## src/rtl/core/stack_machine_execute_defines.svh

```systemverilog
// ----------------------------------------------------------------------------
// Stack machine execute assertion macros
// Concurrent assertion helpers that can be compiled out with NO_ASSERTIONS.
// ----------------------------------------------------------------------------
`ifndef STACK_MACHINE_EXECUTE_DEFINES_SVH
`define STACK_MACHINE_EXECUTE_DEFINES_SVH
`ifndef NO_ASSERTIONS
`define SME_ASSERT_IMPL(label, clk, rst, prop, msg) \
   label: assert property (@(posedge clk) disable iff (rst) prop) else $error(msg);
`define SME_ASSERT_NORST(label, clk, prop, msg) \
   label: assert property (@(posedge clk) prop) else $error(msg);
`else
`define SME_ASSERT_IMPL(label, clk, rst, prop, msg)
`define SME_ASSERT_NORST(label, clk, prop, msg)
`endif
`endif

```

## src/rtl/core/sme_pkg.sv

```systemverilog
// ----------------------------------------------------------------------------
// Stack machine execute package
// Shared constants, opcode and error codes, controller state and command types.
// ----------------------------------------------------------------------------
`timescale 1ns / 1ps
package sme_pkg;
   localparam int STACK_DEPTH = 256;
   localparam int MEM_WORDS   = 1024;
   localparam int PC_BITS     = 16;
   localparam int SP_BITS     = $clog2(STACK_DEPTH + 1);
   localparam int SA_BITS     = $clog2(STACK_DEPTH);
   localparam int MA_BITS     = $clog2(MEM_WORDS);
   localparam int MC_BITS     = $clog2(MEM_WORDS + 1);
   localparam int LEN_BITS    = 17;

   localparam logic [3:0] OP_POP = 4'd0, OP_PUSH = 4'd1, OP_LOAD = 4'd2, OP_ADD = 4'd3,
      OP_SUB = 4'd4, OP_MUL = 4'd5, OP_DIV = 4'd6, OP_PRINT = 4'd7, OP_NOT = 4'd8,
      OP_CMP = 4'd9, OP_JMP = 4'd10, OP_JMPIF = 4'd11, OP_STORE = 4'd12;

   localparam logic [2:0] ERR_OK = 3'd0, ERR_UNDER = 3'd1, ERR_OVER = 3'd2,
      ERR_DIVZ = 3'd3, ERR_ADDR = 3'd4, ERR_JUMP = 3'd5, ERR_CMP = 3'd6;

   localparam logic [2:0] CMP_LT = 3'd0, CMP_LE = 3'd1, CMP_EQ = 3'd2, CMP_NE = 3'd3,
      CMP_GE = 3'd4, CMP_GT = 3'd5;

   typedef enum logic [3:0] {
      ST_CLEAR, ST_IDLE, ST_READ, ST_CHECK, ST_MEMRD, ST_MUL, ST_DIV, ST_WRITE, ST_OUT
   } state_type;

   // Controller to datapath.
   typedef struct packed {
      logic clear_step;
      logic capture;
      logic read_stack;
      logic check;
      logic mem_read;
      logic mul_start;
      logic div_start;
      logic commit;
      logic rsp_load;
   } cmd_type;

   // Datapath to controller.
   typedef struct packed {
      logic clear_done;
      logic need_mem;
      logic need_mul;
      logic need_div;
      logic mul_done;
      logic div_done;
      logic fail;
   } sts_type;
endpackage

```

## src/rtl/core/sme_ctrl.sv

```systemverilog
// ----------------------------------------------------------------------------
// Stack machine execute controller
// Sequences clearing, stack read, checks, memory and arithmetic, commit, output.
// ----------------------------------------------------------------------------
`timescale 1ns / 1ps
`include "stack_machine_execute_defines.svh"
module sme_ctrl (
   input  logic               clock,
   input  logic               reset,
   input  logic               req_valid,
   output logic               req_stall,
   input  logic               rsp_busy,
   input  sme_pkg::sts_type   sts,
   output sme_pkg::cmd_type   cmd
);
   sme_pkg::state_type state_ff, state_in;

   always_ff @(posedge clock) begin
      if (reset) begin
         state_ff <= sme_pkg::ST_CLEAR;
      end else begin
         state_ff <= state_in;
      end
   end

   always_comb begin
      state_in = state_ff;
      unique case (state_ff)
         sme_pkg::ST_CLEAR: if (sts.clear_done) state_in = sme_pkg::ST_IDLE;
         sme_pkg::ST_IDLE:  if (req_valid) state_in = sme_pkg::ST_READ;
         sme_pkg::ST_READ:  state_in = sme_pkg::ST_CHECK;
         sme_pkg::ST_CHECK: begin
            if (sts.fail)          state_in = sme_pkg::ST_WRITE;
            else if (sts.need_mem) state_in = sme_pkg::ST_MEMRD;
            else if (sts.need_mul) state_in = sme_pkg::ST_MUL;
            else if (sts.need_div) state_in = sme_pkg::ST_DIV;
            else                   state_in = sme_pkg::ST_WRITE;
         end
         sme_pkg::ST_MEMRD: state_in = sme_pkg::ST_WRITE;
         sme_pkg::ST_MUL:   if (sts.mul_done) state_in = sme_pkg::ST_WRITE;
         sme_pkg::ST_DIV:   if (sts.div_done) state_in = sme_pkg::ST_WRITE;
         sme_pkg::ST_WRITE: state_in = sme_pkg::ST_OUT;
         sme_pkg::ST_OUT:   if (!rsp_busy) state_in = sme_pkg::ST_IDLE;
         default:           state_in = sme_pkg::ST_IDLE;
      endcase
   end

   always_comb begin
      cmd = '0;
      req_stall = 1'b1;
      unique case (state_ff)
         sme_pkg::ST_CLEAR: cmd.clear_step = 1'b1;
         sme_pkg::ST_IDLE: begin
            req_stall   = 1'b0;
            cmd.capture = req_valid;
         end
         sme_pkg::ST_READ:  cmd.read_stack = 1'b1;
         sme_pkg::ST_CHECK: begin
            cmd.check     = 1'b1;
            cmd.mul_start = !sts.fail && !sts.need_mem && sts.need_mul;
            cmd.div_start = !sts.fail && !sts.need_mem && !sts.need_mul && sts.need_div;
         end
         sme_pkg::ST_MEMRD: cmd.mem_read = 1'b1;
         sme_pkg::ST_WRITE: cmd.commit = 1'b1;
         sme_pkg::ST_OUT:   cmd.rsp_load = !rsp_busy;
         default: ;
      endcase
   end

   `SME_ASSERT_IMPL(a_one_cmd, clock, reset,
      $countones({cmd.capture, cmd.commit, cmd.rsp_load}) <= 1, "overlapping commands")
   `SME_ASSERT_IMPL(a_commit_then_out, clock, reset,
      cmd.commit |=> state_ff == sme_pkg::ST_OUT, "commit not followed by output")
   `SME_ASSERT_IMPL(a_stall_busy, clock, reset,
      state_ff != sme_pkg::ST_IDLE |-> req_stall, "accepting while busy")
endmodule

```

## config.mk

```make
export PLATFORM = sky130hd
export DESIGN_NAME = sme_ctrl
export DESIGN_NICKNAME = d
export VERILOG_FILES = /design/src/rtl/core/sme_pkg.sv /design/src/rtl/core/sme_ctrl.sv
export VERILOG_INCLUDE_DIRS = /design/src /design/src/rtl/core
export SDC_FILE = /design/constraint.sdc
export NUM_CORES = 1
export LEC_CHECK = 0
export ABC_CLOCK_PERIOD_IN_PS = 2300
export BUFFER_PORTS_ARGS = -buffer_cell sky130_fd_sc_hd__buf_2
export CORE_AREA = 2 2 39 41
export DETAILED_ROUTE_END_ITERATION = 12
export DIE_AREA = 0 0 41 43
export SYNTH_ARGS = -nofsm -noshare
export SYNTH_HDL_FRONTEND = slang
export SYNTH_SLANG_ARGS = --single-unit
```

## constraint.sdc

```tcl
create_clock -name clock -period 2.3 [get_ports clock]
set_input_delay 0.115 -clock clock [delete_from_list [all_inputs] [get_ports clock]]
set_output_delay 0.115 -clock clock [all_outputs]
set_load 0.005 [all_outputs]
```

# Yosys cells after proc, flatten, opt, wreduce, memory -nomap -nowiden
# Cells that the tools add are included.
dict set report totals {
  reg_bits 4
  wordCells 43
}
dict set report op_classes {
  n_eq_ne 13
  muxes 19
  n_reduce_logical 10
}
# operator n
set op_table {}
lappend op_table {{one-hot mux 4 bit (9 select lines)} 1}
lappend op_table {{two-way mux 4 bit} 5}
lappend op_table {{== test 4 x 3 -> 1 bit (second input constant)} 4}
lappend op_table {{inequality test 2 bit (second input constant)} 5}
lappend op_table {{two-way mux 1 bit} 9}
lappend op_table {{== test 4 x 2 -> 1 bit (second input constant)} 2}
lappend op_table {{two-way mux 2 bit} 4}
lappend op_table {{AND reduction 5 bit} 1}
lappend op_table {{== test 4 x 1 -> 1 bit (second input constant)} 1}
lappend op_table {{== test 4 bit (second input constant)} 1}
lappend op_table {{logical AND 1 bit} 4}
lappend op_table {{logical NOT 1 bit} 4}
lappend op_table {{logical NOT 4 bit} 1}

# Longest topological paths before layout
# Gate-level depths: netlist of the first run.
dict set report depth {
  depth_word 5
  mapped_depth 5
}

# Worst setup path before layout of the first run
# Ideal clock, no wire load.
dict set report synth_timing {
  path_kind {reg2reg}
  startpoint {register state_ff[0]}
  endpoint {register state_ff[3]}
  setup_ns 0.116
  arrival_ns 1.088
  required_ns 2.184
  slack_ns 1.096
  path_stages_with_launch 6
  path_buffers 1
  cell_sequence {dfxtp_1 buf_4 nor3b_2 o21bai_1 nand2_2 o211a_1}
}
dict set report synth_via {
  elab_chain_cells 3
}
# item line_no
set synth_rtl {}
lappend synth_rtl {{from (decl)} sme_ctrl.sv:16} ;# sme_pkg::state_type state_ff, state_in;
lappend synth_rtl {{from (signal assigned)} sme_ctrl.sv:20} ;# state_ff <= sme_pkg::ST_CLEAR;
lappend synth_rtl {{from (signal assigned)} sme_ctrl.sv:22} ;# state_ff <= state_in;
lappend synth_rtl {{== test 4 x 3 -> 1 bit, or another cell as far along} sme_ctrl.sv:28} ;# unique case (state_ff)
lappend synth_rtl {{inequality test 2 bit (no source line)} --}
lappend synth_rtl {{AND reduction 5 bit (no source line)} --}
# Several ways; a longest one is shown, not always the timed one.
# A chain may end at the register's enable or synchronous reset.

==> results of run 1 <==
cells by family (layout without fill, tap and decap cells):
family	count (synthesis)	in the layout	share of synthesized area (%)
AND/OR/NAND/NOR	26	26	43.47
buffers and inverters	6	27	7.843
AO/OA/AOI/OAI	9	9	17.65
flip-flops	4	4	20.92
multiplexers	3	3	7.843
XOR/XNOR	1	1	2.288
power groups by stage:
stage / Clock, mW / Sequential (mW) / Combinational (mW)
after global placement: 0 / 0.156 / 0.228
final: 0.0825 / 0.157 / 0.226
after floorplan: 0 / 0.117 / 0.205
after detailed placement: 0 / 0.158 / 0.229
after global routing: 0.0937 / 0.166 / 0.256
after CTS: 0.0875 / 0.157 / 0.229
metrics by stage:
step / instance area (sq um) / utilization, % / hold slack, ns / setup WS [ns] / cells
final: 510.5 / 36.89 / 0.1229 / 0.5691 / 86
after global placement: 488.0 / 35.26 / 0.3577 / 0.8245 / 83
after global routing: 510.5 / 36.89 / 0.1422 / 0.3840 / 86
after detailed placement: 488.0 / 35.26 / 0.3649 / 0.8090 / 83
after CTS: 510.5 / 36.89 / 0.1238 / 0.5576 / 86
after floorplan: 382.9 / - / 0.1916 / 1.096 / 49
layout by cell type, fill, tap and decap left out, types with 2 or more instances in the layout:
cell	netlist	layout
sky130_fd_sc_hd__buf_2	0	20
sky130_fd_sc_hd__nor3_1	4	4
sky130_fd_sc_hd__nor2_1	4	4
sky130_fd_sc_hd__dfxtp_1	4	4
sky130_fd_sc_hd__nand2_1	3	3
sky130_fd_sc_hd__nand2b_1	3	3
sky130_fd_sc_hd__o21bai_1	3	3
sky130_fd_sc_hd__mux2i_1	3	3
sky130_fd_sc_hd__clkbuf_4	0	3
sky130_fd_sc_hd__inv_2	2	2
sky130_fd_sc_hd__nor3_2	2	2
sky130_fd_sc_hd__nor3b_2	2	2
sky130_fd_sc_hd__inv_1	2	2
sky130_fd_sc_hd__a21oi_1	2	2
final timing paths:
| check | from | to | slack (ns) | cells past startpoint |
|---|---|---|---|---|
| max | state_ff[1]$_SDFFE_PP0P_ | cmd[2] | 0.57 | 5 |
| max reg2reg | state_ff[1]$_SDFFE_PP0P_ | state_ff[3]$_SDFFE_PP0P_ | 0.88 | 4 |
| min | reset | state_ff[2]$_SDFFE_PP0P_ | 0.12 | 2 |
| min reg2reg | state_ff[3]$_SDFFE_PP0P_ | state_ff[2]$_SDFFE_PP0P_ | 0.59 | 1 |
critical path, stage by stage (launching register included):
cell and delay [ns]:
sky130_fd_sc_hd__dfxtp_1 0.60, sky130_fd_sc_hd__nand2_1 0.23, sky130_fd_sc_hd__nor2_1 0.16, sky130_fd_sc_hd__nand2_1 0.09
sky130_fd_sc_hd__nor3b_2 0.18, sky130_fd_sc_hd__buf_2 0.13
routing by layer:
metal	track usage, %	share of wire [%]	wire length, um
met5	0	0	0
met4	2.000	0	0
met3	3.141	6.7	61
met2	19.69	51	469
met1	13.83	42	382
cell type report:
cell class              count  area (sq um)  share of cell area, %
clock buffers               3         22.52                  4.412
inverters                   4         15.01                  2.941
multi-input cells          39         272.8                  53.43
flip-flops and latches      4         80.08                  15.69
well taps                  16         20.02                  3.922
repair buffers             20         100.1                  19.61
==> flow_metrics.py, run 1 <==
metrics = {
    "status": {
        "status": "finished clean",
    },
    "timing": {
        "worstMarginPinSlew_ns": 0.4592,
        "hold_viol": 0,
        "setup-tns-final_ns": 0,
        "timing.clock.skew_ns": 0.00007580,
        "report.final.slew_viol_count": 0,
        "max_freq_mhz": 577.7,
        "max-slew-margin-rel_pct": 68.60,
        "setup_viol": 0,
        "fin_crit_sh_pct": 75.26,
        "grt_setup_unrepaired": "no",
        "post-route-min-period_ns": 1.731,
    },
    "finish": {
        "largest_register_ff_count": 4,
        "nNetsFinal": 83,
        "area_growth_pct": 33.33,
        "registers.top_by_ff_count": "state_ff",
        "layout_top_registers": "state_ff: 4 flops",
        "n_fill_cell": 150,
        "drive_gt1_share_pct": 42.86,
        "antenna-diode-count": 0,
    },
    "setup_path": {
        "arrival_ns": 1.62,
        "critical_path_end_type": "output pin",
        "critPathRequiredTime_ns": 2.18,
        "path_max_fanout": 12,
        "timing.critical_path.from_type": "register",
        "worstSetupPathType": "register to output pin",
    },
    "synth": {
        "synthArstFlopShare_pct": 0,
        "sequential_cell_area_fraction_in_the_yosys_report_pct": 20.92,
        "syn-instance-count": 49,
        "netlist-cell-type-count": 26,
        "synth.ff_latch_count": 4,
        "synth_flop_cell": "sky130_fd_sc_hd__dfxtp_1",
        "synth_edf_count": 0,
        "syn-cell-area_sq_um": 382.9,
        "synth_top_cells_by_count": "sky130_fd_sc_hd__dfxtp_1, sky130_fd_sc_hd__nor2_1, sky130_fd_sc_hd__nor3_1",
        "synth_top_area_cell": "sky130_fd_sc_hd__dfxtp_1",
        "yosys_warnings": 0,
        "avgSynthCellArea_sq_um": 7.814,
        "synth_top_cell_area_share_pct": 20.92,
        "syn-num-nets": 60,
        "dominant_cells_by_area_after_synthesis": "sky130_fd_sc_hd__dfxtp_1, sky130_fd_sc_hd__mux2i_1, sky130_fd_sc_hd__nor3b_2, sky130_fd_sc_hd__o21bai_1, sky130_fd_sc_hd__nor3_1",
    },
    "pwr": {
        "combinationalPowerShare_pct": 48.5,
        "seq_power_share_pct": 33.8,
        "internal_power_mw": 0.2769,
        "switching_power_mw": 0.1889,
        "power.static_leakage_nw": 0.2485,
        "design_power_total_mw": 0.4658,
        "power_density_nw_per_um2": 912.5,
        "swShare_pct": 40.56,
        "power_frac_clock_pct": 17.7,
        "irDropWorstVdd_uv": 255.0,
    },
    "run": {
        "drv_cap": 0,
    },
    "routing": {
        "drt-pass1-iter-count": 4,
        "routed-via-count": 413,
        "drt.antenna.violating_nets": 0,
        "postRouteWirelength_um": 913,
        "drt_first_iter_violations": 5,
        "drc_errors_left": 0,
        "detail_route.vias_per_cell": 4.802,
        "wire_per_inst_um": 10.62,
    },
    "clock_tree": {
        "cts.repair.resized": 0,
        "h-tree-depth": 1,
        "cts_made_buffers": 3,
        "cts_setup_buffers": 0,
        "tritoncts": "yes",
        "clock_insertion_delay_worst_skew_ns": 0.23,
        "ctsHoldBuffers": 0,
        "cts_sinks": 4,
        "clkTransAtPathRegs_ns": 0.03,
        "clk_path_buf_depth": 2,
        "clock_tree.root_cell": "sky130_fd_sc_hd__clkbuf_4",
    },
    "die": {
        "dieArea_sq_um": 1763,
        "initial_utilization_pct": 27.67,
        "die_height_um": 43,
        "design.core.area_sq_um": 1384,
        "core.rowCount": 14,
        "die_width_um": 41,
        "io_pins": 21,
    },
    "global_routing": {
        "grt_pass1_vias": 359,
        "grt_start_max_net_pins": 14,
        "antenna_found_initial": 0,
        "grt_overflow": 0,
        "all_layer_global_routing_usage_pct": 11.55,
        "grt_first_pass_wirelength_um": 1455,
    },
    "placement": {
        "io_buffer_count": 20,
        "dp.final_hpwl_um": 740.8,
        "finalWeightedCongestion": 0.7596,
    },
    "min_path": {
        "min-delay-path-class": "input pin to register",
    },
}
Power figures use the tool's default switching activity.
==> run 2, diff against run 1 <==
ABC_CLOCK_PERIOD_IN_PS = 1570   (was 2300)
clock period = 1.57 ns   (was 2.3 ns; I/O delays follow)
==> flow_metrics.py, run 2 (synthesized netlist as in run 1, its figures left out) <==
metrics = {
    "pwr": {
        "combinationalPowerShare_pct": 48.4,
        "power_frac_clock_pct": 17.3,
        "seq_power_share_pct": 34.3,
        "power.static_leakage_nw": 0.2502,
        "internal_power_mw": 0.4180,
        "design_power_total_mw": 0.6876,
        "swShare_pct": 39.21,
        "irDropWorstVdd_uv": 332.8,
        "switching_power_mw": 0.2696,
        "power_density_nw_per_um2": 1324,
    },
    "setup_path": {
        "path_max_fanout": 7,
        "timing.critical_path.from_type": "register",
        "critPathRequiredTime_ns": 1.49,
        "count_of_cells_along_the_worst_register_to_register_path": 4,
        "arrival_ns": 1.42,
        "critical_path_end_type": "output pin",
        "worstSetupPathType": "register to output pin",
    },
    "routing": {
        "postRouteWirelength_um": 851,
        "drc_errors_left": 0,
        "drt_first_iter_violations": 5,
        "drt-pass1-iter-count": 3,
        "wire_per_inst_um": 9.895,
        "detail_route.vias_per_cell": 4.953,
        "drt.antenna.violating_nets": 0,
        "routed-via-count": 426,
    },
    "clock_tree": {
        "clock_tree.root_cell": "sky130_fd_sc_hd__clkbuf_4",
        "cts_setup_buffers": 0,
        "clock_insertion_delay_worst_skew_ns": 0.22,
        "cts_sinks": 4,
        "cts_made_buffers": 3,
        "tritoncts": "yes",
        "clk_path_buf_depth": 2,
        "h-tree-depth": 1,
        "clkTransAtPathRegs_ns": 0.04,
    },
    "timing": {
        "timing.clock.skew_ns": 0.001417,
        "fin_worst_setup_slack_ns": 0.07093,
        "report.final.slew_viol_count": 0,
        "setup_viol": 0,
        "post-route-min-period_ns": 1.499,
        "hold_viol": 0,
        "max-slew-margin-rel_pct": 73.95,
        "worstMarginPinSlew_ns": 0.3809,
        "fin_crit_sh_pct": 95.48,
        "setup-tns-final_ns": 0,
        "grt_setup_unrepaired": "no",
        "max_freq_mhz": 667.1,
    },
    "die": {
        "design.core.area_sq_um": 1384,
        "die_width_um": 41,
        "dieArea_sq_um": 1763,
        "io_pins": 21,
        "core.rowCount": 14,
        "die_height_um": 43,
        "initial_utilization_pct": 27.67,
    },
    "finish": {
        "antenna-diode-count": 0,
        "drive_gt1_share_pct": 47.14,
        "layout.cells.most_common": "sky130_fd_sc_hd__buf_2",
        "area_growth_pct": 35.62,
        "finish.cell_count_without_fillers": 86,
        "registers.top_by_ff_count": "state_ff",
        "largest_register_ff_count": 4,
        "layout.cells.most_common_list": "sky130_fd_sc_hd__buf_2, sky130_fd_sc_hd__nor3_1, sky130_fd_sc_hd__nor2_1",
        "final_core_util_pct": 37.52,
        "layout_top_registers": "state_ff: 4 flops",
        "nNetsFinal": 83,
    },
    "global_routing": {
        "grt_first_pass_wirelength_um": 1421,
        "grt_overflow": 0,
        "antenna_found_initial": 0,
        "grt_pass1_vias": 359,
        "all_layer_global_routing_usage_pct": 11.27,
        "grt_start_max_net_pins": 14,
    },
    "status": {
        "status": "finished clean",
    },
    "placement": {
        "finalWeightedCongestion": 0.7509,
        "placedCellCount": 83,
        "worst_slack_placed_ns": 0.1246,
        "io_buffer_count": 20,
        "dp.final_hpwl_um": 705,
    },
    "min_path": {
        "hold-path-cell-count": 2,
        "min-delay-path-class": "input pin to register",
    },
    "run": {
        "drv_cap": 0,
    },
}
run 2: changes by cell type in the layout (fill, tap and decap cells not counted):
cell / change
sky130_fd_sc_hd__dfxtp_4: +2
sky130_fd_sc_hd__dfxtp_2: +1
sky130_fd_sc_hd__dfxtp_1: -3
run 2: what timing repair did:
| item | CTS | global route |
|---|---|---|
| setup endpoints to repair | 2 | 1 |
| gates resized for setup | 2 | 3 |
| hold buffers | 0 | 0 |
| gates cloned | 0 | 0 |
run 2: path summary, 6_finish.rpt:
check                                start                  endpoint  slack, ns
setup / recovery  state_ff[3]$_SDFFE_PP0P_                    cmd[2]       0.07
hold / removal                       reset  state_ff[2]$_SDFFE_PP0P_       0.07
setup reg to reg  state_ff[3]$_SDFFE_PP0P_  state_ff[0]$_SDFFE_PP0P_       0.29
hold reg to reg   state_ff[3]$_SDFFE_PP0P_  state_ff[2]$_SDFFE_PP0P_       0.56
run 2: power by group through the flow:
stage / sequential (mW) / clock (mW) / combinational [mW]
finish: 0.236 / 0.119 / 0.333
global route: 0.254 / 0.134 / 0.382
CTS: 0.230 / 0.125 / 0.335
detailed placement: 0.227 / 0 / 0.334
global placement: 0.228 / 0 / 0.334
floorplan: 0.172 / 0 / 0.301
run 2: through the flow:
step                area (sq um)  hold slack [ns]
finish                     519.2          0.07357
global route               519.2          0.07436
CTS                        513.0          0.08220
detailed placement         488.0           0.3183
global placement           488.0           0.3208
floorplan                  382.9           0.1551
run 2: metal layers:
metal  up-vias  track usage [%]  wire length (um)
li1        220                -                 -
met1       195            14.89               373
met2        11            17.81               436
met3         0            3.141                41
met4         0            2.000                 0
met5         -                0                 0
run 2: final cells by class:
cell class                      count  area, sq um
Clock buffer                        3        22.52
Fill cell                         167        864.6
Inverter                            4        15.01
Multi-Input combinational cell     39        272.8
Sequential cell                     4        88.84
Tap cell                           16        20.02
Timing Repair Buffer               20        100.1
run 2: worst max-delay path: stages (launching register included):
cell	delay, ns
sky130_fd_sc_hd__dfxtp_1	0.36
sky130_fd_sc_hd__or2_1	0.26
sky130_fd_sc_hd__nor2_1	0.17
sky130_fd_sc_hd__nand2_1	0.10
sky130_fd_sc_hd__nor3b_2	0.18
sky130_fd_sc_hd__buf_2	0.13
